<file path="src/sv/cbcs_lane.sv">
`timescale 1ns / 1ps
// ----------------------------------------------------------------------------
// cbcs_lane
// One coordinate lane: holds four control coordinates, weights and sums them.
// ----------------------------------------------------------------------------
module cbcs_lane #(
  parameter int COORD_BITS = 16,
  parameter int FRAC_BITS  = 16
) (
  input  logic                                       clk_i,
  input  logic                                       rst_ni,
  input  logic                                       load_i,
  input  logic signed [COORD_BITS-1:0]               p_i [4],
  input  logic        [FRAC_BITS+1:0]                w_i [4],
  output logic signed [COORD_BITS+FRAC_BITS+4:0]     sum_o
);
  localparam int PW = FRAC_BITS + 3 + COORD_BITS;
  localparam int SW = PW + 2;

  logic signed [COORD_BITS-1:0] p_q [4];
  logic signed [PW-1:0]         prod_q [4];
  logic signed [SW-1:0]         sum_q;

  // hold the control points of the current curve
  always_ff @(posedge clk_i or negedge rst_ni) begin
    if (!rst_ni) begin
      for (int k = 0; k < 4; k++) begin
        p_q[k] <= '0;
      end
    end else if (load_i) begin
      p_q <= p_i;
    end
  end

  always_ff @(posedge clk_i) begin
    for (int k = 0; k < 4; k++) begin
      prod_q[k] <= $signed({1'b0, w_i[k]}) * p_q[k];
    end
    sum_q <= {{2{prod_q[0][PW-1]}}, prod_q[0]} + {{2{prod_q[1][PW-1]}}, prod_q[1]} +
             {{2{prod_q[2][PW-1]}}, prod_q[2]} + {{2{prod_q[3][PW-1]}}, prod_q[3]};
  end

  assign sum_o = sum_q;

endmodule

</file>
<file path="config.mk">
export PLATFORM = sky130hd
export DESIGN_NAME = cbcs_lane
export DESIGN_NICKNAME = d
export VERILOG_FILES = /design/src/sv/cbcs_lane.sv
export SDC_FILE = /design/constraint.sdc
export NUM_CORES = 2
export LEC_CHECK = 0
export BUFFER_PORTS_ARGS = -buffer_cell sky130_fd_sc_hd__buf_2
export CORE_MARGIN = 5
export CORE_UTILIZATION = 45
export DETAILED_ROUTE_END_ITERATION = 6
export PLACE_DENSITY_LB_ADDON = 0.15
export SLEW_MARGIN = 30
export SYNTH_ARGS = -nofsm -noshare
export SYNTH_HDL_FRONTEND = slang
export SYNTH_SLANG_ARGS = --single-unit
</file>
<file path="constraint.sdc">
create_clock -name clk_i -period 16.3 [get_ports clk_i]
set_clock_uncertainty 0.1 [all_clocks]
set_input_delay 4.89 -clock clk_i [delete_from_list [all_inputs] [get_ports clk_i]]
set_output_delay 4.89 -clock clk_i [all_outputs]
set_load 0.01 [all_outputs]
</file>
---- Word level (Yosys, flattened, before mapping) ----
Memory sizes are Yosys's and may differ from the RTL's.
Index checks and enable logic that the tools add are counted.
word-level totals
  memories ................................ 1
  register bits ........................... 101
  logic and storage cells ................. 13
  output and inout port bits .............. 37
  input port bits ......................... 139
  memory bits (writable) .................. 140
memory list
  name    words  width  rd ports  clocked after memory_dff  write ports  RTL line  text
  prod_q  4      35     4         0                         4            21        logic signed [PW-1:0] prod_q [4];
cells by class
  multipliers ............................. 4
  add/sub/neg operators ................... 3
operators with widths
  kind                          number
  multiplier 19 x 16 -> 35 bit  4
  adder 36 x 35 -> 37 bit       1
  adder 37 bit                  1
  adder 35 x 35 -> 36 bit       1

---- Longest topological paths before layout ----
  depth in word-level cells ............... 3
  mapped depth ............................ 25
  gate-level depth less buffers ........... 24

---- Least setup slack after synthesis ----
No wires, ideal clock.
  path type ............................... in2reg
  from .................................... input w_i[7] (netlist bit)
  to ...................................... memory prod_q[3][30] (netlist bit)
  library setup time ...................... 0.127 ns
  required time ........................... 16.073 ns
  arrival time ............................ 10.369 ns
  stages on the path ...................... 24
  path buffers ............................ 2
  setup slack ............................. 5.704 ns
  path through ............................ clkbuf_1 -> nand2_1 -> fa_1 -> inv_1 -> fa_1 -> inv_1 -> fa_1 -> inv_1 -> fa_1 -> fa_1 -> inv_1 -> fa_1 -> inv_1 -> ha_1 -> buf_2 -> a21o_1 -> a21o_1 -> a21oi_1 -> nand2_1 -> o311a_1 -> o41ai_2 -> o21a_1 -> o21ai_0 -> xor2_1
RTL lines
  item             RTL line  text
  start, declared  14        input logic [FRAC_BITS+1:0] w_i [4],
  end, declared    21

==> flow_metrics.tcl <==
set metrics [dict create \
    grt_pass1_wl_um 215000 \
    cpMostUsedCell "fa_1" \
    cp_max_fo 16 \
    synth_edf_count 0 \
    synth_top_area_frac 0.370 \
    synth_compound_area_frac 0.0783 \
    worst_pin_slew_ns 0.995 \
    ys_seq_area_frac 0.103 \
    synth_fp_nets 7188 \
    num_vias 36400 \
    clk_pin_slew_ns 0.06 \
    ys_types 84 \
    viasPerCell 5.16 \
    die_y_um 344 \
    dieArea_um2 118000 \
    wl_per_cell_um 18.7 \
    critPathMaxStageDelay_ns 0.56 \
    start_util 0.453 \
    hold_viol 0 \
    synth_top_family_by_area "adder cells" \
    syn_inst 5549 \
    ys_ff_latch 241 \
    grt_pass1_vias 39300 \
    fmax_ghz 0.0938 \
    critical_path.slowest_cell "fa_1" \
    path_delay_family "adder cells" \
    synth.area.mux_share 0.0137 \
    antenna_left 0 \
    crit_buf_inv 5 \
    yosysTopAreaCell "fa_1" \
    dr.pass1.iters 5 \
    gp_congestion 0.888 \
    synth-simple-area-share 0.151 \
    clkSinkCount 241 \
    post-route-drc-count 0 \
    post-route-period-util 0.654 \
    period_minus_slack_ns 10.66 \
    synthTopCellsByArea "fa_1, ha_1, inv_1" \
    cts_buffers 35 \
    crit_type "in2reg" \
    worstPathArrival_ns 11.02 \
    synth-main-ff-cell "dfxtp_1" \
    ios 176 \
    overflow 0 \
    maxCapViolations 0 \
    grt_usage 0.231 \
    fin_nets 7175 \
    synth_commonest_cells "inv_1, fa_1, nand2_1, ha_1, and2_1" \
    cts_max_level 2 \
    drive_gt1_frac 0.0597 \
    grt_antenna_before_repair 6 \
    synth_fa_ha_area_frac 0.514 \
    status "completed" \
    ctsHoldBuffers 0 \
    clockRootBuffer "clkbuf_16" \
    final_core_util 0.481 \
    setup_viol 0 \
    ys_warn_count 0 \
    path_cells "buf_2, and2_1, fa_1, inv_1, fa_1, inv_1, fa_1, fa_1, fa_1, inv_1, fa_1, inv_1, ha_1, a21o_1, a21o_1, a21o_1, a22oi_1, nand2_1, a221oi_1, o21ai_0, a21oi_1, xnor2_1" \
    drv_slew 0 \
    cts_buffer_depth 3 \
    async_flop_share 0.266 \
    chipWidth_um 344 \
    worstPathRequired_ns 16.66 \
    start_kind "primary input" \
    rows 122 \
    cts_resized 0 \
    post-dp-hpwl_um 107000 \
    relSlewSlack 0.337 \
    avgSynthCellArea_um2 9.03 \
    core_um2 111000 \
    portBuffers 175 \
    post-cts-setup-buffer-count 0 \
    worstHoldPathType "reg2reg" \
    wl_um 132000 \
    grt_max_degree 37 \
    netlist_area_um2 50100 \
    endpoint_kind "flip-flop" \
    areaGrowthSynthToFinish_pct 6.22 \
    tns_ns 0 \
    clk_latency_ns 0.59 \
    rsz0062_at_grt "false" \
    drtIter0Drc 1897 \
    yosys.area_share.xor_xnor 0.0324 \
    post-synth-top-count-cell "inv_1" \
    cts_tree "yes" \
]
registers in the layout, indices dropped and copies added, names as in the netlist:
register	flops
prod_q	140
p_q	64
sum_o	37
final cells by class:
type | count | area [um2]
Fill cell | 10700 | 57500
Multi-Input combinational cell | 3856 | 39500
Sequential cell | 241 | 5140
Inverter | 1224 | 4590
Tap cell | 1488 | 1860
Clock buffer | 48 | 1050
Timing Repair Buffer | 178 | 903
Clock inverter | 15 | 158
Antenna cell | 1 | 2.50
layout by cell type (no fill, tap or decap), types with 19 or more instances in the layout:
cell type | synthesis | layout
a21o_1 | 137 | 137
a21oi_1 | 180 | 180
and2_1 | 544 | 544
buf_2 | 3 | 173
clkbuf_16 | 0 | 38
dfrtp_1 | 64 | 64
dfxtp_1 | 177 | 177
fa_1 | 926 | 926
ha_1 | 574 | 574
inv_1 | 1224 | 1224
mux2_2 | 60 | 60
nand2_1 | 660 | 660
nand2b_1 | 46 | 46
nand3_1 | 37 | 37
nor2_1 | 131 | 131
nor2b_1 | 28 | 28
nor3_1 | 19 | 19
o21a_1 | 21 | 21
o21ai_0 | 83 | 83
xnor2_1 | 121 | 121
xor2_1 | 64 | 64
cells by family (layout without fill, tap and decap cells):
kind of cell | after synthesis | count (layout)
compound gates | 584 | 584
xor+xnor | 185 | 185
fa+ha+maj | 1500 | 1500
buf+inv | 1452 | 1465
flops | 241 | 241
mux | 61 | 61
other cells | 0 | 1
simple gates | 1526 | 1526
final timing paths:
path                               from             to  slack (ns)  cells past startpoint
setup / recovery                w_i[41]  prod_q[1][34]        5.64                     22
hold / removal             prod_q[2][0]       sum_o[0]        0.43                      1
setup reg to reg                p_q[31]  prod_q[2][32]        9.34                     19
hold reg to reg            prod_q[2][0]       sum_o[0]        0.43                      1
max in group asynchronous        rst_ni         p_q[7]       10.87                      2
min in group asynchronous        rst_ni        p_q[20]        4.19                      1
per-stage QoR:
step	hold slack (ns)	instance area [um2]	worst slack [ns]	cells
floorplan	0.388	50100	5.70	5549
global placement	0.405	52000	5.07	6987
detailed placement	0.413	52000	5.11	6987
CTS	0.430	53200	5.69	7050
global route	0.455	53200	5.40	7050
finish	0.426	53200	5.64	7051
layer usage:
layer | share of wire | track usage | vias up
li1 | - | - | 16800
met1 | 0.44 | 0.313 | 18500
met2 | 0.48 | 0.390 | 875
met3 | 0.051 | 0.0339 | 202
met4 | 0.030 | 0.0611 | 0
met5 | 0 | 0 | -
Power is left out: the tool's default activity adds up to more than one toggle a clock period on the data nets, which glitch-free logic cannot reach.
