<file path="config.mk">
export PLATFORM = sky130hd
export DESIGN_NAME = cbcs_weights
export DESIGN_NICKNAME = d
export VERILOG_FILES = /design/src/sv/cbcs_pkg.sv /design/src/sv/cbcs_weights.sv
export SDC_FILE = /design/constraint.sdc
export NUM_CORES = 2
export LEC_CHECK = 0
export BUFFER_PORTS_ARGS = -buffer_cell sky130_fd_sc_hd__buf_2
export CORE_ASPECT_RATIO = 1.1
export CORE_MARGIN = 3
export CORE_UTILIZATION = 67
export DETAILED_ROUTE_END_ITERATION = 12
export GPL_TIMING_DRIVEN = 0
export PLACE_DENSITY = 0.84
export SLEW_MARGIN = 20
export SYNTH_ARGS = -nofsm -noshare
export SYNTH_HDL_FRONTEND = slang
export SYNTH_SLANG_ARGS = --single-unit
</file>
<file path="constraint.sdc">
create_clock -name clk_i -period 10.3 [get_ports clk_i]
set_clock_uncertainty 0.2 [all_clocks]
set_input_delay 2.06 -clock clk_i [delete_from_list [all_inputs] [get_ports clk_i]]
set_output_delay 2.06 -clock clk_i [all_outputs]
set_load 0.005 [all_outputs]
</file>
<file path="src/sv/cbcs_pkg.sv">
`timescale 1ns / 1ps
// ----------------------------------------------------------------------------
// cbcs_pkg
// Shared types and constants of the cubic Bezier curve sampler.
// ----------------------------------------------------------------------------
package cbcs_pkg;

  localparam int SEG_W = 6;
  localparam logic [SEG_W-1:0] SEG_RESET = 6'd16;

  // Control that travels with each sample through the pipeline
  typedef struct packed {
    logic             valid;
    logic [SEG_W-1:0] index;
    logic             last;
  } cbcs_ctl_t;

endpackage

</file>
<file path="src/sv/cbcs_weights.sv">
`timescale 1ns / 1ps
// ----------------------------------------------------------------------------
// cbcs_weights
// Steps t one sample per cycle and pipelines the four Bernstein weights.
// ----------------------------------------------------------------------------
module cbcs_weights #(
  parameter int FRAC_BITS = 16
) (
  input  logic                         clk_i,
  input  logic                         rst_ni,
  input  logic                         start_i,
  input  logic [cbcs_pkg::SEG_W-1:0]   segs_i,
  input  logic [FRAC_BITS:0]           quot_i,
  input  logic [cbcs_pkg::SEG_W-1:0]   rem_i,
  output logic [FRAC_BITS+1:0]         w_o [4],
  output cbcs_pkg::cbcs_ctl_t          ctl_o,
  output logic                         busy_o
);
  import cbcs_pkg::*;

  localparam int TW = FRAC_BITS + 1;
  localparam int MW = 2 * FRAC_BITS + 2;
  localparam int WW = FRAC_BITS + 2;
  localparam logic [TW-1:0] ONE = {1'b1, {FRAC_BITS{1'b0}}};
  localparam logic [MW-1:0] HALF = {{(FRAC_BITS+3){1'b0}}, {(FRAC_BITS-1){1'b0}}} |
                                   (MW'(1) << (FRAC_BITS - 1));

  function automatic logic [TW-1:0] rnd_q(input logic [MW-1:0] a);
    logic [MW-1:0] s;
    s = a + HALF;
    return s[2*FRAC_BITS:FRAC_BITS];
  endfunction

  // step state
  logic             run_q;
  logic [SEG_W-1:0] idx_q;
  logic [TW-1:0]    t_q;
  logic [SEG_W-1:0] r_q;
  logic [SEG_W:0]   r_sum;
  logic             carry;

  // pipeline
  cbcs_ctl_t     ctl0_q, ctl1_q, ctl2_q, ctl3_q;
  logic [TW-1:0] t0_q, u0_q, t1_q, u1_q;
  logic [MW-1:0] uu_q, tt_q;
  logic [MW-1:0] a_q, b_q, c_q, d_q;
  logic [TW-1:0] u2, t2;
  logic [WW-1:0] w_q [4];
  logic [WW-1:0] rb, rc;

  always_comb begin
    r_sum = {1'b0, r_q} + {1'b0, rem_i};
    carry = r_sum >= {1'b0, segs_i};
    u2    = rnd_q(uu_q);
    t2    = rnd_q(tt_q);
    rb    = {1'b0, rnd_q(b_q)};
    rc    = {1'b0, rnd_q(c_q)};
  end

  always_ff @(posedge clk_i or negedge rst_ni) begin
    if (!rst_ni) begin
      run_q  <= 1'b0;
      idx_q  <= '0;
      r_q    <= '0;
      t_q    <= '0;
      ctl0_q <= '0;
      ctl1_q <= '0;
      ctl2_q <= '0;
      ctl3_q <= '0;
    end else begin
      ctl0_q.valid <= run_q;
      ctl0_q.index <= idx_q;
      ctl0_q.last  <= (idx_q == segs_i);
      ctl1_q <= ctl0_q;
      ctl2_q <= ctl1_q;
      ctl3_q <= ctl2_q;
      if (start_i) begin
        run_q <= 1'b1;
        idx_q <= '0;
        r_q   <= '0;
        t_q   <= '0;
      end else if (run_q) begin
        if (idx_q == segs_i) begin
          run_q <= 1'b0;
        end else begin
          idx_q <= idx_q + SEG_W'(1);
          t_q   <= t_q + quot_i + TW'(carry);
          r_q   <= carry ? SEG_W'(r_sum - {1'b0, segs_i}) : r_sum[SEG_W-1:0];
        end
      end
    end
  end

  always_ff @(posedge clk_i) begin
    t0_q <= t_q;
    u0_q <= ONE - t_q;
    t1_q <= t0_q;
    u1_q <= u0_q;
    uu_q <= u0_q * u0_q;
    tt_q <= t0_q * t0_q;
    a_q  <= u2 * u1_q;
    b_q  <= u2 * t1_q;
    c_q  <= u1_q * t2;
    d_q  <= t2 * t1_q;
    w_q[0] <= {1'b0, rnd_q(a_q)};
    w_q[1] <= (rb << 1) + rb;
    w_q[2] <= (rc << 1) + rc;
    w_q[3] <= {1'b0, rnd_q(d_q)};
  end

  assign w_o    = w_q;
  assign ctl_o  = ctl3_q;
  assign busy_o = run_q | ctl0_q.valid | ctl1_q.valid | ctl2_q.valid | ctl3_q.valid;

`ifndef SYNTHESIS
  a_first_t_zero: assert property (@(posedge clk_i) disable iff (!rst_ni)
    (ctl0_q.valid && ctl0_q.index == '0) |-> (t0_q == '0))
    else $error("first sample of a curve does not start at t = 0");

  a_last_t_one: assert property (@(posedge clk_i) disable iff (!rst_ni)
    (ctl0_q.valid && ctl0_q.last) |-> (t0_q == ONE))
    else $error("last sample of a curve does not land on t = 1");

  a_start_idle: assert property (@(posedge clk_i) disable iff (!rst_ni)
    start_i |-> !busy_o)
    else $error("new curve started while samples still in flight");
`endif

endmodule

</file>
# == Word level (Yosys, flattened, before mapping) ==
# Cells that the tools add are included.
# totals
output_inout_bits,81
wordCells,72
reg_bits,398
in_bits,32
ramBits,0
rom_bits,0
latchBits,0
memories,0
# classes
bitwise,4
shift,0
order_cmp,1
n_div,0
mux,13
add_sub_neg,14
reduce_logical,2
n_eq_ne,2
multipliers,6
# ops
cell,n
"33-bit by 16-bit adder with 33-bit output, second input constant",6
17-bit by 17-bit multiplier with 33-bit output,6
17-bit two-way mux,3
6-bit two-way mux,7
18-bit by 17-bit adder with 18-bit output,2
17-bit by 1-bit adder with 17-bit output,1
17-bit adder,1
"17-bit subtractor, first input constant",1
6-bit by 6-bit adder with 7-bit output,1
7-bit by 6-bit >= comparator with 1-bit output,1
"6-bit by 1-bit adder with 6-bit output, second input constant",1
6-bit == test,1
6-bit subtractor,1
1-bit OR,4
1-bit two-way mux,3
"2-bit != test, second input constant",1
2-bit AND reduction,1
2-bit nonzero test,1

# == Longest topological paths before layout ==
# depth
depth_word,6
ltp_mapped,30
mapped_depth_nobuf,29

# == Least setup slack after synthesis ==
# No wires, ideal clock.
# synth_path
path_kind,reg-to-reg
start,register uu_q[17]
end,register b_q[31]
synth_period_minus_slack_ps,7428
path_stages_with_launch,29
setup_time_ps,120
setup_slack_ps,2872
path_buffers,1
required_ps,9980
arrival_time_ps,7108
cell_sequence,dfxtp_1 > and4_1 > nand4_1 > or3_1 > nor2_1 > xor2_1 > clkbuf_1 > nand2_1 > fa_1 > inv_1 > fa_1 > inv_1 > fa_1 > inv_1 > fa_1 > inv_1 > fa_1 > inv_1 > fa_1 > ha_1 > a21o_1 > a21o_1 > a21oi_1 > nand3_1 > o31ai_1 > a21oi_1 > o2111ai_1 > nand3b_1 > xor2_1
# synth_via
elab_chain_len,2
# synth_lines
item,line,text
"start, declared",cbcs_weights.sv:45,"logic [MW-1:0] uu_q, tt_q;"
"start signal, assigned",cbcs_weights.sv:99,uu_q <= u0_q * u0_q;
33-bit by 16-bit adder with 33-bit output,cbcs_weights.sv:30,s = a + HALF;
17-bit by 17-bit multiplier with 33-bit output,cbcs_weights.sv:102,b_q <= u2 * t1_q;
"end signal, assigned",cbcs_weights.sv:102,
"end, declared",cbcs_weights.sv:46,"logic [MW-1:0] a_q, b_q, c_q, d_q;"
# Every way passes these cells.
# A chain may end at the register's enable or synchronous reset.

# == Worst setup path after layout ==
# layout_path
start,register uu_q[16]
end,register b_q[27]
# The elaborated chain is that of the path after synthesis.

==> flow_metrics.tcl <==
set metrics [dict create \
    outcome "complete, no violations" \
    synth_area_leader_cell "fa_1" \
    ys_top_cells_by_area "fa_1, ha_1, inv_1, dfxtp_1, nand2_1" \
    synthXorXnorAreaFrac_pct 4.21 \
    grt_pass1_vias 51800 \
    dr.pass1.iters 7 \
    wl_per_cell_microns 20.9 \
    grt_use_total_pct 36.8 \
    critPathKind "register to register" \
    place.gp.congestion 1.07 \
    ant_nets 0 \
    postSynthCellCount 6797 \
    synth_edf_count 0 \
    clk_pin_slew_ns 0.07 \
    core_sq_um 91100 \
    slowest_stage "xnor2_1" \
    fmax_mhz 104 \
    areaGrowthSynthToFinish_pct 5.51 \
    drtIter0Drc 3814 \
    critPathRequiredTime_ns 10.60 \
    slew_violations 0 \
    cts_hold_buf 0 \
    clock_sinks 306 \
    yosysSeqAreaShare_pct 10.4 \
    instances_no_fill 8160 \
    cts_tree "done" \
    final.period_utilization_pct 93.2 \
    synth_top_family_by_area "adder cells" \
    post_cts_buffers 0 \
    io_pins 113 \
    critical-path-max-stage-delay_ns 1.11 \
    ys_seq_elements 306 \
    critPathTopFamily "adder cells" \
    worstMarginPinSlew_ns 1.43 \
    fp.dieH_microns 324 \
    cp.arrival_ns 9.90 \
    hp-start "ctl1_q[5]$_DFF_PN0_" \
    hold_viol 0 \
    routed_wl_mm 170 \
    synth_compound_area_share_pct 3.65 \
    drc 0 \
    overflow 0 \
    cp-startpoint "uu_q[16]$_DFF_P_" \
    crit_buf_inv 7 \
    yosysTopAreaCellShare_pct 41.2 \
    max-slew-margin-rel_pct 3.76 \
    via_count 47500 \
    cp_max_fo 10 \
    start_util_pct 67.8 \
    synthArstFlopShare_pct 20.3 \
    syn_area_sq_um 61800 \
    die_w_microns 296 \
    synth-simple-area-share_pct 14.9 \
    end_kind "register" \
    htree_levels 2 \
    fin_tns_setup_ns 0 \
    ctsRootBufferMaster "clkbuf_16" \
    grt_pass1_wl_mm 272 \
    avgSynthCellArea_sq_um 9.09 \
    max-cap-violations 0 \
    antenna_found_initial 8 \
    synth_most_common_cell "inv_1" \
    vias_per_cell 5.82 \
    cp_common_cell "fa_1" \
    placementRows 116 \
    yosysWarningCount 0 \
    dieArea_sq_um 95900 \
    cts_buffers 37 \
    synth.distinct_cells 69 \
    synth_fa_ha_area_share_pct 55.0 \
    dpl.cell_count 8088 \
    ctsResizeCount 0 \
    ys.flop_type "dfxtp_1" \
    setup-violations-final 0 \
    nNetsFinal 8934 \
    grt_max_degree 63 \
    rsz0062_at_grt "no" \
    critPathLaunchType "register" \
    drive_above_1_share_pct 2.90 \
    dp.final_hpwl_mm 139 \
    port_buffers 110 \
    period_minus_slack_ns 9.60 \
    hold_class "register to register" \
    synthTopCellsByCount "inv_1, fa_1, nand2_1" \
    insertion_delay_ns 0.62 \
    reg2reg_from "uu_q[16]$_DFF_P_" \
    synthMuxAreaShare_pct 0.103 \
    clockBufferDepth 3 \
]
## state kept, by name (all words and copies together) (netlist names), 17 cells and up
name,cells
w_o,70
tt_q,19
a_q,18
b_q,18
c_q,18
d_q,18
uu_q,18
t_q,17
u0_q,17
## layout make-up
type	count	area [sq um]
Fill cell	6689	26000
Buffer	255	965
Timing Repair Buffer	110	553
Tap cell	1180	1480
Inverter	1667	6260
Antenna cell	7	17.5
Clock inverter	20	300
Multi-Input combinational cell	4570	48100
Sequential cell	306	6440
Clock buffer	45	1030
## layout by cell type, fill, tap and decap left out, types with 83 or more instances in the layout
master	n
nand3_1	84
and2_1	477
nand2_1	1022
xor2_1	83
dfxtp_1	244
fa_1	1270
clkbuf_1	255
nor2_1	167
ha_1	685
buf_2	109
inv_1	1667
a21oi_1	116
xnor2_1	207
## stage by stage
step | hold WS [ns] | area (sq um) | util, % | setup WS (ns)
after floorplan | 0.131 | 61800 | - | 2.87
after global placement | 0.133 | 63800 | 70.0 | 1.08
final | 0.142 | 65200 | 71.5 | 0.700
after detailed placement | 0.135 | 63800 | 70.0 | 1.16
after CTS | 0.145 | 65100 | 71.5 | 1.09
after global routing | 0.160 | 65200 | 71.5 | 0.549
## per-layer routing
layer / routed length [microns] / global-route usage (%) / vias to the layer above / share of wire (%)
li1: - / - / 20400 / -
met1: 57700 / 42.4 / 23500 / 34
met2: 78400 / 59.0 / 2723 / 46
met3: 20400 / 12.3 / 902 / 12
met4: 13900 / 23.5 / 4 / 8.2
met5: 26 / 0 / - / 0.015
## cells by family (layout without fill, tap and decap cells)
group,after synthesis,in the layout
mux,6,6
flops,306,306
other cells,1,9
simple gates,1964,1964
buf+inv,1922,2097
xor+xnor,295,295
fa+ha+maj,1955,1955
compound gates,348,348
## worst paths after layout
kind | endpoint | slack (ns) | cells after the start
max in group asynchronous | ctl1_q[2]$_DFF_PN0_ | 8.05 | 1
min | ctl2_q[5]$_DFF_PN0_ | 0.14 | 0
max | b_q[27]$_DFF_P_ | 0.70 | 27
min reg2reg | ctl2_q[5]$_DFF_PN0_ | 0.14 | 0
max reg2reg | b_q[27]$_DFF_P_ | 0.70 | 27
min in group asynchronous | t_q[0]$_DFFE_PN0P_ | 1.30 | 1
Power is not shown: default switching activity piles up to over one toggle a cycle in this logic, so the estimate is an artifact.
