### config.mk
export PLATFORM = sky130hd
export DESIGN_NAME = cbcs_div
export DESIGN_NICKNAME = d
export VERILOG_FILES = /design/src/sv/cbcs_pkg.sv /design/src/sv/cbcs_div.sv
export SDC_FILE = /design/constraint.sdc
export NUM_CORES = 1
export LEC_CHECK = 0
export BUFFER_PORTS_ARGS = -buffer_cell sky130_fd_sc_hd__buf_4
export CAP_MARGIN = 10
export CORE_UTILIZATION = 52
export DETAILED_ROUTE_END_ITERATION = 6
export PLACE_DENSITY = 0.77
export SLEW_MARGIN = 20
export SYNTH_ARGS = -nofsm -noshare
export SYNTH_HDL_FRONTEND = slang
export SYNTH_SLANG_ARGS = --single-unit
### constraint.sdc
create_clock -name clk_i -period 2.4 [get_ports clk_i]
set_input_delay 0.12 -clock clk_i [delete_from_list [all_inputs] [get_ports clk_i]]
set_output_delay 0.12 -clock clk_i [all_outputs]
set_load 0.05 [all_outputs]
### src/sv/cbcs_pkg.sv
`timescale 1ns / 1ps
// ----------------------------------------------------------------------------
// cbcs_pkg
// Shared types and constants of the cubic Bezier curve sampler.
// ----------------------------------------------------------------------------
package cbcs_pkg;

  localparam int SEG_W = 6;
  localparam logic [SEG_W-1:0] SEG_RESET = 6'd16;

  // Control that travels with each sample through the pipeline
  typedef struct packed {
    logic             valid;
    logic [SEG_W-1:0] index;
    logic             last;
  } cbcs_ctl_t;

endpackage

### src/sv/cbcs_div.sv
`timescale 1ns / 1ps
// ----------------------------------------------------------------------------
// cbcs_div
// Bit-serial restoring divider: 2^FRAC_BITS / segments, quotient and remainder.
// ----------------------------------------------------------------------------
module cbcs_div #(
  parameter int FRAC_BITS = 16
) (
  input  logic                         clk_i,
  input  logic                         rst_ni,
  input  logic                         load_i,
  input  logic [cbcs_pkg::SEG_W-1:0]   divisor_i,
  output logic                         busy_o,
  output logic [FRAC_BITS:0]           quot_o,
  output logic [cbcs_pkg::SEG_W-1:0]   rem_o
);
  import cbcs_pkg::*;

  localparam int CW = $clog2(FRAC_BITS + 1);

  logic              active_q;
  logic [CW-1:0]     cnt_q;
  logic [SEG_W-1:0]  rem_q, rem_d;
  logic [FRAC_BITS:0] quot_q;
  logic [SEG_W:0]    shifted;
  logic              ge;

  // Dividend is a single one at bit FRAC_BITS
  always_comb begin
    shifted = {rem_q, (cnt_q == CW'(FRAC_BITS))};
    ge      = shifted >= {1'b0, divisor_i};
    rem_d   = ge ? SEG_W'(shifted - {1'b0, divisor_i}) : shifted[SEG_W-1:0];
  end

  always_ff @(posedge clk_i or negedge rst_ni) begin
    if (!rst_ni) begin
      active_q <= 1'b1;
      cnt_q    <= CW'(FRAC_BITS);
      rem_q    <= '0;
    end else if (load_i) begin
      active_q <= 1'b1;
      cnt_q    <= CW'(FRAC_BITS);
      rem_q    <= '0;
    end else if (active_q) begin
      rem_q <= rem_d;
      if (cnt_q == '0) begin
        active_q <= 1'b0;
      end else begin
        cnt_q <= cnt_q - CW'(1);
      end
    end
  end

  always_ff @(posedge clk_i) begin
    if (active_q && !load_i) begin
      quot_q <= {quot_q[FRAC_BITS-1:0], ge};
    end
  end

  assign busy_o = active_q;
  assign quot_o = quot_q;
  assign rem_o  = rem_q;

endmodule

# Yosys cells after proc, flatten, opt, wreduce, memory -nomap -nowiden
# Cells that the tools add are included.
totals:
  reg_bits: 29
  inputBits: 9
  word_cells: 23
op_classes:
  addsub: 2
  magnitude_cmp: 1
  n_eq_ne: 2
  n_mux: 9
  reduce_logical: 5
ops:
  columns: ["cell", "n"]
  rows:
  - ["$mux 6", 3]
  - ["$mux 5", 3]
  - ["$ge 7x6->1", 1]
  - ["$sub 6x6->6", 1]
  - ["$eq 5x5->1 const B", 1]
  - ["$logic_not 5->1", 1]
  - ["$sub 5x1->5 const B", 1]
  - ["$mux 1", 3]
  - ["$ne 2x2->1 const B", 1]
  - ["$reduce_and 2->1", 1]
  - ["$reduce_bool 2->1", 1]
  - ["$logic_and 1x1->1", 1]
  - ["$logic_not 1->1", 1]

# Longest topological paths before layout
# Gate-level depths: netlist of the first run.
depth:
  ltp_word: 5
  ltp_mapped: 11

# Least setup slack after synthesis of the first run
# No wires, ideal clock.
synth_path:
  path_type: "register -> register"
  from: "reg rem_q[1] (netlist: rem_o[1])"
  to: "reg rem_q[0] (netlist: rem_o[0])"
  setup_ps: 87
  arrival_ps: 2147
  slack_ps: 166
  path_stages_with_launch: 7
  n_path_buf: 0
  cell_sequence: "dfrtp_1 > ha_1 > a21oi_2 > o21ai_2 > a41oi_4 > mux2_4 > a211oi_2"
synth_via:
  elab_chain_len: 4
synth_lines:
  columns: ["element", "line_no", "text"]
  rows:
  - ["from (decl)", "cbcs_div.sv:23", "logic [SEG_W-1:0] rem_q, rem_d;"]
  - ["from (signal assigned)", "cbcs_div.sv:45", "rem_q <= rem_d;"]
  - ["$ge 7x6->1", "cbcs_div.sv:31", "ge = shifted >= {1'b0, divisor_i};"]
  - ["$mux 6", "cbcs_div.sv:32", "rem_d = ge ? SEG_W'(shifted - {1'b0, divisor_i}) : shifted[SEG_W-1:0];"]
  - ["$mux 6", "cbcs_div.sv:44", "end else if (active_q) begin"]
  - ["$mux 6", "cbcs_div.sv:40", "end else if (load_i) begin"]
# No other way between the ends. The select of a mux whose other input is x is not followed.
# A chain may end at the register's enable or synchronous reset.

# Final worst setup path of the first run
layout_path:
  from: "reg cnt_q[1]"
  to: "reg rem_q[4] (netlist: rem_o[4])"
layout_via:
  elab_chain_len: 5
  word_cells_on_any_way: 6
  cone_classes: "add/sub: 1; order compare: 1; eq/ne: 1; mux: 3"
layout_lines:
  columns: ["element", "line_no", "text"]
  rows:
  - ["from (decl)", "cbcs_div.sv:22", "logic [CW-1:0] cnt_q;"]
  - ["from (signal assigned)", "cbcs_div.sv:38", "cnt_q <= CW'(FRAC_BITS);"]
  - ["from (signal assigned)", "cbcs_div.sv:42", "cnt_q <= CW'(FRAC_BITS);"]
  - ["from (signal assigned)", "cbcs_div.sv:49", "cnt_q <= cnt_q - CW'(1);"]
  - ["$eq 5x5->1 (*)", "cbcs_div.sv:30", "shifted = {rem_q, (cnt_q == CW'(FRAC_BITS))};"]
  - ["$sub 6x6->6 or $ge 7x6->1 (tied branches)", "cbcs_div.sv:32, cbcs_div.sv:31", null]
  - ["$mux 6 (*)", "cbcs_div.sv:32", null]
  - ["$mux 6 (*)", "cbcs_div.sv:44", null]
  - ["$mux 6 (*)", "cbcs_div.sv:40", null]
# Mark *: on every way between the ends. The rest lies on a longest branch, timed or not. The select of a mux whose other input is x is not followed.

==> impl_metrics.ini, run 1 <==
[finish]
most_common_cell_after_layout_fill_and_taps_aside = buf_4
multi_input_area_sq_um = 583
n_antenna_cell = 0
finalNetCount = 174
drive_above_1_share_pct = 35.0
seqCellArea_sq_um = 813
area.growth.synth_to_final_pct = 25.1
final_cell_mix = buf_4, edfxtp_1, nor2_1
layout.filler_cells = 200

[routing]
drtPass1Iterations = 4
first_iter_violations = 16
remaining_antenna_violation_count_after_routing = 0
routedWlPerCell_microns = 14.3
route.final.wire_length_mm = 2.67
drc = 0
detailroute.via_count = 1009
post_drt_via_cell_ratio = 5.40

[sta]
hold-worst-slack_ps = 51.6
grt_setup_unrepaired = false
finalWorstSetupSlack_ps = 184
post-route-min-period_ps = 2220
setup_violations = 0
timing_worst_slew_pin_value_ps = 471
final.period_utilization_pct = 92.3
finalHoldViolations = 0
max_clock_freq_ghz = 0.451
slew_headroom_pct = 68.5
fin_worst_skew_ps = 8.00
timing.final.max_slew_violations = 0
timing.setup.tns_ps = 0

[clock_network]
clock_tree.root_cell = clkbuf_4
cts_post_setup_buffers_inserted = 0
cts_buffers = 5
cts_tree = yes
clock_latency_ps = 320
cts-root-to-sink-buffers = 2
clk_pin_slew_ps = 90
cts.htree.levels = 2
tritoncts_num_sinks = 29

[global_route]
maximum_number_of_pins_on_one_net_before_global_route_repair = 18
grt_pass1_vias = 896
global_route.usage.total_pct = 21.3
grt_overflow = 0
antenna_found_initial = 0
grt_pass1_wl_mm = 4.14

[placement]
globalplace.congestion = 0.821
hpwlAfterDp_mm = 2.03
place_ws_ps = 107
numPortBuffers = 32

[power]
net-switching-power_uw = 961
comb_power_share_pct = 51.6
netSwitchingFraction_pct = 44.0
sequentialPowerShare_pct = 36.4
irDropWorstVdd_uv = 799
powerDensity_mw_per_mm2 = 1210
power.clock.fraction_pct = 12.0
static-leakage-power_uw = 0.000823
pint_uw = 1230

[worst_setup_path]
crit-reg2reg-launch = cnt_q[1]
cp-end-kind = flip-flop
setup.worst_path.start_class = flip-flop
r2r_slack_ps = 180
regToRegEndpoint = rem_o[4]
critical_path_peak_fanout = 3
reg2reg_depth = 11
critical_path_arrival_ps = 2440
worst-endpoint-required_ps = 2630
timing.setup.critical_path_class = reg -> reg

[synthesis]
synth-warning-count = 0
post_synth_main_area_contributors = edfxtp_1, dfrtp_1, ha_1, nor2_1, dfstp_2
post_synth_num_cell_types = 34
synth_area_sq_mm = 0.00144
synth_register_bits = 29
yosys.area.top_type = edfxtp_1
synth_adder_area_share_pct = 8.34
postSynth.topFlopCell = edfxtp_1
synthArstFlopShare_pct = 41.4
yosysSeqAreaShare_pct = 56.5
synth_simple_gate_area_share_pct = 10.5
netlist_instances = 115
mappedNetlistNets = 133
syn_area_per_cell_sq_um = 12.5
synth_edf_count = 17
yosys.area_share.xor_xnor_pct = 4.26
synth_mux_area_share_pct = 3.82
synth-compound-area-share_pct = 12.9
combinational_family_with_the_most_area_after_synthesis = compound AO/OA/AOI/OAI gates
netlist.area_leader.share_pct = 35.4

[min_path]
hold_path_class = in -> reg
worst_hold_path.num_cells = 2
worstHoldEndpoint = rem_o[0]
min-delay-start = load_i

[floorplanning]
rows = 18
boundaryPins = 33
floorplan.initialDensity_pct = 56.6
dieHeight_microns = 54.6
die_area_sq_mm = 0.00298
fp.coreArea_sq_mm = 0.00254
die-width_microns = 54.6

[run]
cap_viol_max_count = 0

[outcome]
status = completed
-- cell usage after synthesis (all sizes together) (2+ instances only) --
cell type,instances
edfxtp,17
nor2,15
inv,12
dfrtp,10
ha,8
a21oi,6
a211oi,4
mux2i,4
nand2b,4
xnor2,4
nand2,3
nor2b,3
o21ai,3
xor2,3
a21o,2
clkbuf,2
dfstp,2
nor3,2
-- cell families (layout without fill, tap and decap cells) --
family                   count (synthesis)  after routing
AO/OA/AOI/OAI                           20             20
XOR/XNOR                                 7              7
adder cells (fa/ha/maj)                  9              9
buffers and inverters                   14             56
flip-flops                              29             29
multiplexers                             5              5
AND/OR/NAND/NOR                         31             31
-- state kept, by name (all words and copies together), names as in the netlist --
register  flops
rem_o         6
quot_o       17
cnt_q         5
busy_o        1
-- worst max-delay path, stage by stage, from the launching register on --
cell	delay, ps
dfrtp_1	390
inv_1	70
ha_1	190
nand3_1	90
ha_2	200
inv_1	60
fa_2	350
a21o_2	200
a21oi_2	140
xnor2_1	130
mux2i_1	90
a211oi_1	220
-- timing repair --
item                                    4_1_cts  5_1_grt
endpoints found under the hold margin        12        0
resized for setup                             0        3
hold buffers                                  1        0
endpoints found under the setup margin        0        2
-- power groups by stage --
| stage | Combinational [uW] | Clock, uW | Sequential [uW] |
|---|---|---|---|
| global placement | 1100 | 0 | 794 |
| floorplan | 563 | 0 | 1070 |
| detailed placement | 1120 | 0 | 804 |
| finish | 1130 | 263 | 796 |
| CTS | 1120 | 277 | 796 |
| global route | 1220 | 304 | 813 |
-- metrics by stage --
stage | util [%] | power, uW | instance area, sq um | cells
2_1_floorplan | - | 1630 | 1440 | 115
3_3_place_gp | 68.1 | 1890 | 1730 | 178
3_5_place_dp | 68.1 | 1920 | 1730 | 178
4_1_cts | 70.5 | 2200 | 1790 | 187
5_1_grt | 70.8 | 2340 | 1800 | 187
6_report | 70.8 | 2190 | 1800 | 187
-- area by class of cell --
| class | instances | area share [%] |
|---|---|---|
| clock inverters | 3 | 0.694 |
| flip-flops and latches | 29 | 45.1 |
| inverters | 12 | 2.50 |
| multi-input cells | 72 | 32.4 |
| well taps | 30 | 2.08 |
| repair buffers | 36 | 15.1 |
| clock buffers | 5 | 2.08 |
-- routing by layer --
layer | up-vias | wire length (microns) | GRT usage [%]
met3 | 6 | 160 | 8.06
met4 | 0 | 65 | 10.7
met2 | 37 | 1280 | 33.3
li1 | 489 | - | -
met1 | 477 | 1160 | 25.3
met5 | - | 0 | 0
-- how the worst max path moves through the flow --
stage,slack [ps],end,startpoint,depth (start not counted)
global route,0.5,rem_o[1],cnt_q[0],10
floorplan,170,rem_o[0],rem_o[1],6
global placement,120,rem_o[4],cnt_q[0],11
CTS,50,rem_o[4],cnt_q[1],11
finish,180,rem_o[4],cnt_q[1],11
detailed placement,110,rem_o[4],cnt_q[0],11
No activity file was read; power rests on OpenSTA's default activity.
==> run 2, diff against run 1 <==
--- a/config.mk
+++ b/config.mk
@@ -5,10 +5,11 @@
 export SDC_FILE = /design/constraint.sdc
 export NUM_CORES = 1
 export LEC_CHECK = 0
-export BUFFER_PORTS_ARGS = -buffer_cell sky130_fd_sc_hd__buf_4
+export BUFFER_PORTS_ARGS = -buffer_cell sky130_fd_sc_hd__clkbuf_2
 export CAP_MARGIN = 10
 export CORE_UTILIZATION = 52
 export DETAILED_ROUTE_END_ITERATION = 6
+export GPL_TIMING_DRIVEN = 0
 export PLACE_DENSITY = 0.77
 export SLEW_MARGIN = 20
 export SYNTH_ARGS = -nofsm -noshare
==> run 2 against run 1 <==
Die area stayed put. Total power grew 1.4%. Worst setup slack lost 90 ps. Sequential share of layout area grew 1.1 points. Sequential cell count did not move. Final cell count up 2.1%. First-iteration DRC count up 69%. Fmax down 3.9%. Non-clock buffer count increased by 4. Register-to-register slack lost 90 ps. Highest routed layer unchanged.
==> impl_metrics.ini, run 2 (same netlist as run 1, synthesis figures left out) <==
[sta]
slew_headroom_pct = 44.6
final.period_utilization_pct = 96.1
max_clock_freq_ghz = 0.434
timing.final.max_slew_violations = 0
post-route-min-period_ps = 2310
timing_worst_slew_pin_value_ps = 827
timing.setup.tns_ps = 0
hold-worst-slack_ps = 58.3
setup_violations = 0
fin_worst_skew_ps = 9.49
finalHoldViolations = 0

[outcome]
status = completed

[clock_network]
cts.htree.levels = 2
clock_latency_ps = 330
clk_pin_slew_ps = 90
tritoncts_num_sinks = 29
cts_buffers = 5
clock_tree.root_cell = clkbuf_4
cts-root-to-sink-buffers = 2
cts_tree = yes

[routing]
drc = 0
first_iter_violations = 27
drtPass1Iterations = 4
detailroute.via_count = 1014
remaining_antenna_violation_count_after_routing = 0
route.final.wire_length_mm = 2.74
post_drt_via_cell_ratio = 5.31
routedWlPerCell_microns = 14.3

[power]
irDropWorstVdd_uv = 855
pint_uw = 1220
net-switching-power_uw = 1000
static-leakage-power_uw = 0.000812
post-layout-total-power_uw = 2220
netSwitchingFraction_pct = 45.1
powerDensity_mw_per_mm2 = 1260
comb_power_share_pct = 51.6
sequentialPowerShare_pct = 35.7
power.clock.fraction_pct = 12.7

[finish]
finalNetCount = 178
drive_above_1_share_pct = 39.1
final_cell_mix = clkbuf_2, edfxtp_1, nor2_1
area.growth.synth_to_final_pct = 22.2
n_antenna_cell = 0
largest_register_ffs = 17
layout.filler_cells = 191
finalInstanceArea_sq_mm = 0.00176
fin_util_pct = 69.1
most_common_cell_after_layout_fill_and_taps_aside = clkbuf_2

[global_route]
grt_pass1_vias = 922
antenna_found_initial = 0
global_route.usage.total_pct = 21.3
grt_pass1_wl_mm = 4.18
grt_overflow = 0
maximum_number_of_pins_on_one_net_before_global_route_repair = 19

[worst_setup_path]
worst-endpoint-required_ps = 2650
timing.setup.critical_path_class = reg -> reg
critical_path_s_largest_stage_delay_ps = 400
cp-end-kind = flip-flop
critical_path_peak_fanout = 8
worst_setup_path_endpoint = rem_o[0]
crit_slowest_cell = dfrtp_1
reg2reg_depth = 9
crit-reg2reg-launch = cnt_q[0]
worstSetupStartpoint = cnt_q[0]
critical_path_arrival_ps = 2550
r2r_slack_ps = 90
setup.worst_path.start_class = flip-flop
regToRegEndpoint = rem_o[0]
crit_path_cell_trace = inv_2 > ha_1 > nand3_1 > ha_2 > nor2b_2 > o21ai_2 > a41oi_4 > mux2_4 > a211oi_2

[floorplanning]
boundaryPins = 33
fp.coreArea_sq_mm = 0.00254
rows = 18
die_area_sq_mm = 0.00298
dieHeight_microns = 54.6
die-width_microns = 54.6
floorplan.initialDensity_pct = 56.6

[min_path]
hold_path_class = in -> reg

[placement]
globalplace.congestion = 0.765
hpwlAfterDp_mm = 2.06
numPortBuffers = 32
placed_cell_area_sq_mm = 0.00164

[run]
cap_viol_max_count = 0
-- run 2: worst min-delay path by stage --
| stage | from | to | slack (ps) | cells after the start |
|---|---|---|---|---|
| final | load_i | cnt_q[4] | 60 | 2 |
| after global routing | load_i | cnt_q[4] | 60 | 2 |
| after CTS | load_i | cnt_q[4] | 40 | 2 |
| after detailed placement | rst_ni | rem_o[1] | 20 | 1 |
| after global placement | rst_ni | cnt_q[2] | 20 | 1 |
| after floorplan | rst_ni | cnt_q[0] | -180 | 0 |
-- run 2: final cells by class --
type | instances | area, sq um | share of cell area (%)
Buffer | 2 | 7.51 | 0.427
Multi-Input combinational cell | 72 | 593 | 33.7
Tap cell | 30 | 37.5 | 2.13
Timing Repair Buffer | 38 | 208 | 11.8
Clock buffer | 5 | 37.5 | 2.13
Sequential cell | 29 | 813 | 46.2
Clock inverter | 3 | 17.5 | 0.996
Inverter | 12 | 45.0 | 2.56
-- run 2: worst max-delay path, delay by kind of cell (launching register included) --
family	cells	cell delay (ps)
AO/OA/AOI/OAI	3	670
adder cells (fa/ha/maj)	2	490
flip-flops	1	400
multiplexers	1	340
AND/OR/NAND/NOR	2	250
buffers and inverters	1	80
-- run 2: timing repair --
item	in CTS	in global routing
resized for setup	0	6
hold buffers	1	0
setup buffers	0	5
hold endpoints to repair	12	0
pin swaps	1	2
endpoints found under the setup margin	1	3
-- run 2: per-stage QoR --
stage,worst slack [ps],cells
floorplan,166,115
CTS,13.6,186
global route,-25.5,191
detailed placement,-14.7,177
finish,94.1,191
global placement,50.9,177
-- run 2: power groups by stage --
stage | clock network, uW | registers [uW] | logic [uW]
2_1_floorplan | 0 | 1070 | 563
3_3_place_gp | 0 | 790 | 1020
3_5_place_dp | 0 | 800 | 1060
4_1_cts | 288 | 791 | 1060
5_1_grt | 309 | 810 | 1240
6_report | 282 | 791 | 1140
-- run 2: per-layer routing --
metal / up-vias / routed length (microns) / track usage [%]
li1: 497 / - / -
met1: 476 / 1180 / 25.3
met2: 36 / 1340 / 33.5
met3: 5 / 183 / 8.06
met4: 0 / 34 / 10.7
met5: - / 0 / 0
==> run 3, diff against run 2 <==
--- a/config.mk
+++ b/config.mk
@@ -11,6 +11,7 @@
 export DETAILED_ROUTE_END_ITERATION = 6
 export GPL_TIMING_DRIVEN = 0
 export PLACE_DENSITY = 0.77
+export RECOVER_POWER = 100
 export SLEW_MARGIN = 20
 export SYNTH_ARGS = -nofsm -noshare
 export SYNTH_HDL_FRONTEND = slang
==> run 3 against run 2 <==
Final area is 1.8% lower. Die area stayed put. Clock skew is 1.6 ps lower. Critical endpoint unchanged. Largest power group unchanged.
==> impl_metrics.ini, run 3 (same netlist as run 1, synthesis figures left out) <==
[outcome]
status = completed

[clock_network]
clk_pin_slew_ps = 90
cts-root-to-sink-buffers = 2
clock_tree.root_cell = clkbuf_4
cts.htree.levels = 2
tritoncts_num_sinks = 29
cts_tree = yes
clock_latency_ps = 330
cts_buffers = 5

[power]
net-switching-power_uw = 1000
sequentialPowerShare_pct = 36.0
post-layout-total-power_uw = 2190
netSwitchingFraction_pct = 45.6
static-leakage-power_uw = 0.000734
comb_power_share_pct = 51.2
pint_uw = 1190
irDropWorstVdd_uv = 829
powerDensity_mw_per_mm2 = 1270
power.clock.fraction_pct = 12.8

[finish]
fin_util_pct = 67.9
most_common_cell_after_layout_fill_and_taps_aside = clkbuf_1
largest_register_ffs = 17
final_cell_mix = clkbuf_1, edfxtp_1, nor2_1
n_antenna_cell = 0
finalNetCount = 178
drive_above_1_share_pct = 23.0
area.growth.synth_to_final_pct = 20.0

[worst_setup_path]
critical_path_peak_fanout = 8
timing.setup.critical_path_class = reg -> reg
cp-end-kind = flip-flop
critical_path_arrival_ps = 2540
setup.worst_path.start_class = flip-flop
regToRegEndpoint = rem_o[0]
reg2reg_depth = 9
r2r_slack_ps = 100
crit-reg2reg-launch = cnt_q[0]
worst-endpoint-required_ps = 2640

[global_route]
antenna_found_initial = 0
global_route.usage.total_pct = 21.3
grt_pass1_vias = 922
maximum_number_of_pins_on_one_net_before_global_route_repair = 19
grt_pass1_wl_mm = 4.18
grt_overflow = 0

[placement]
hpwlAfterDp_mm = 2.06
globalplace.congestion = 0.765
numPortBuffers = 32

[floorplanning]
dieHeight_microns = 54.6
rows = 18
die-width_microns = 54.6
die_area_sq_mm = 0.00298
floorplan.initialDensity_pct = 56.6
fp.coreArea_sq_mm = 0.00254
boundaryPins = 33

[min_path]
min-delay-start = load_i
worst_hold_path.num_cells = 2
worstHoldEndpoint = cnt_q[4]
hold_path_class = in -> reg

[sta]
finalHoldViolations = 0
timing.final.max_slew_violations = 0
setup_violations = 0
fin_worst_skew_ps = 7.89
max_clock_freq_ghz = 0.435
final.period_utilization_pct = 95.8
timing_worst_slew_pin_value_ps = 850
slew_headroom_pct = 43.1
hold-worst-slack_ps = 62.6
timing.setup.tns_ps = 0
post-route-min-period_ps = 2300

[routing]
detailroute.via_count = 1017
routedWlPerCell_microns = 14.5
route.final.wire_length_mm = 2.76
first_iter_violations = 26
drtPass1Iterations = 4
drc = 0
post_drt_via_cell_ratio = 5.32
remaining_antenna_violation_count_after_routing = 0

[run]
cap_viol_max_count = 0
-- run 3: cell counts in the layout (fill, tap and decap cells not counted) --
Identical to the previous run, type by type.
-- run 3: layout make-up --
type | count | area [sq um]
fillers | 200 | 817
flip-flops and latches | 29 | 813
multi-input cells | 72 | 593
repair buffers | 38 | 176
inverters | 12 | 45.0
clock buffers | 5 | 37.5
well taps | 30 | 37.5
clock inverters | 3 | 17.5
plain buffers | 2 | 7.51
-- run 3: how the worst max path moves through the flow --
stage,start,to,slack [ps],depth (start not counted)
6_report,cnt_q[0],rem_o[0],100,9
5_1_grt,cnt_q[0],rem_o[0],-30,9
2_1_floorplan,rem_o[1],rem_o[0],170,6
4_1_cts,cnt_q[0],rem_o[4],10,11
3_3_place_gp,cnt_q[0],rem_o[0],50,9
3_5_place_dp,cnt_q[0],rem_o[0],-10,9
-- run 3: power groups by stage --
stage	logic [uW]	clock network (uW)	registers [uW]
2_1_floorplan	563	0	1070
3_3_place_gp	1020	0	790
3_5_place_dp	1060	0	800
4_1_cts	1060	288	791
5_1_grt	1220	309	808
6_report	1120	280	790
-- run 3: through the flow --
stage          std cells  cell area [sq um]  setup slack, ps
6_report             191               1730             99.7
5_1_grt              191               1730            -25.5
4_1_cts              186               1710             13.6
3_5_place_dp         177               1640            -14.7
3_3_place_gp         177               1640             50.9
2_1_floorplan        115               1440              166
-- run 3: metal layers --
metal	part of all wire, %	routed length [microns]	global-route usage [%]	up-vias
met2	49	1360	33.5	36
met4	1.0	28	10.7	0
met5	0	0	0	-
li1	-	-	-	496
met1	43	1200	25.3	481
met3	6.5	179	8.06	4
-- run 3: critical path, stage by stage (launching register included) --
cell and delay [ps]:
dfrtp_1 400, inv_2 80, ha_1 170, nand3_1 130, ha_2 310, nor2b_2 120, o21ai_2 90, a41oi_4 360
mux2_4 340, a211oi_2 220
-- run 3: timing repair --
item	in CTS	in global routing
resized for setup	0	6
endpoints found under the setup margin	1	3
hold endpoints to repair	12	0
cloned	0	0
setup buffers	0	5
hold buffers	1	0
pin swaps	1	2
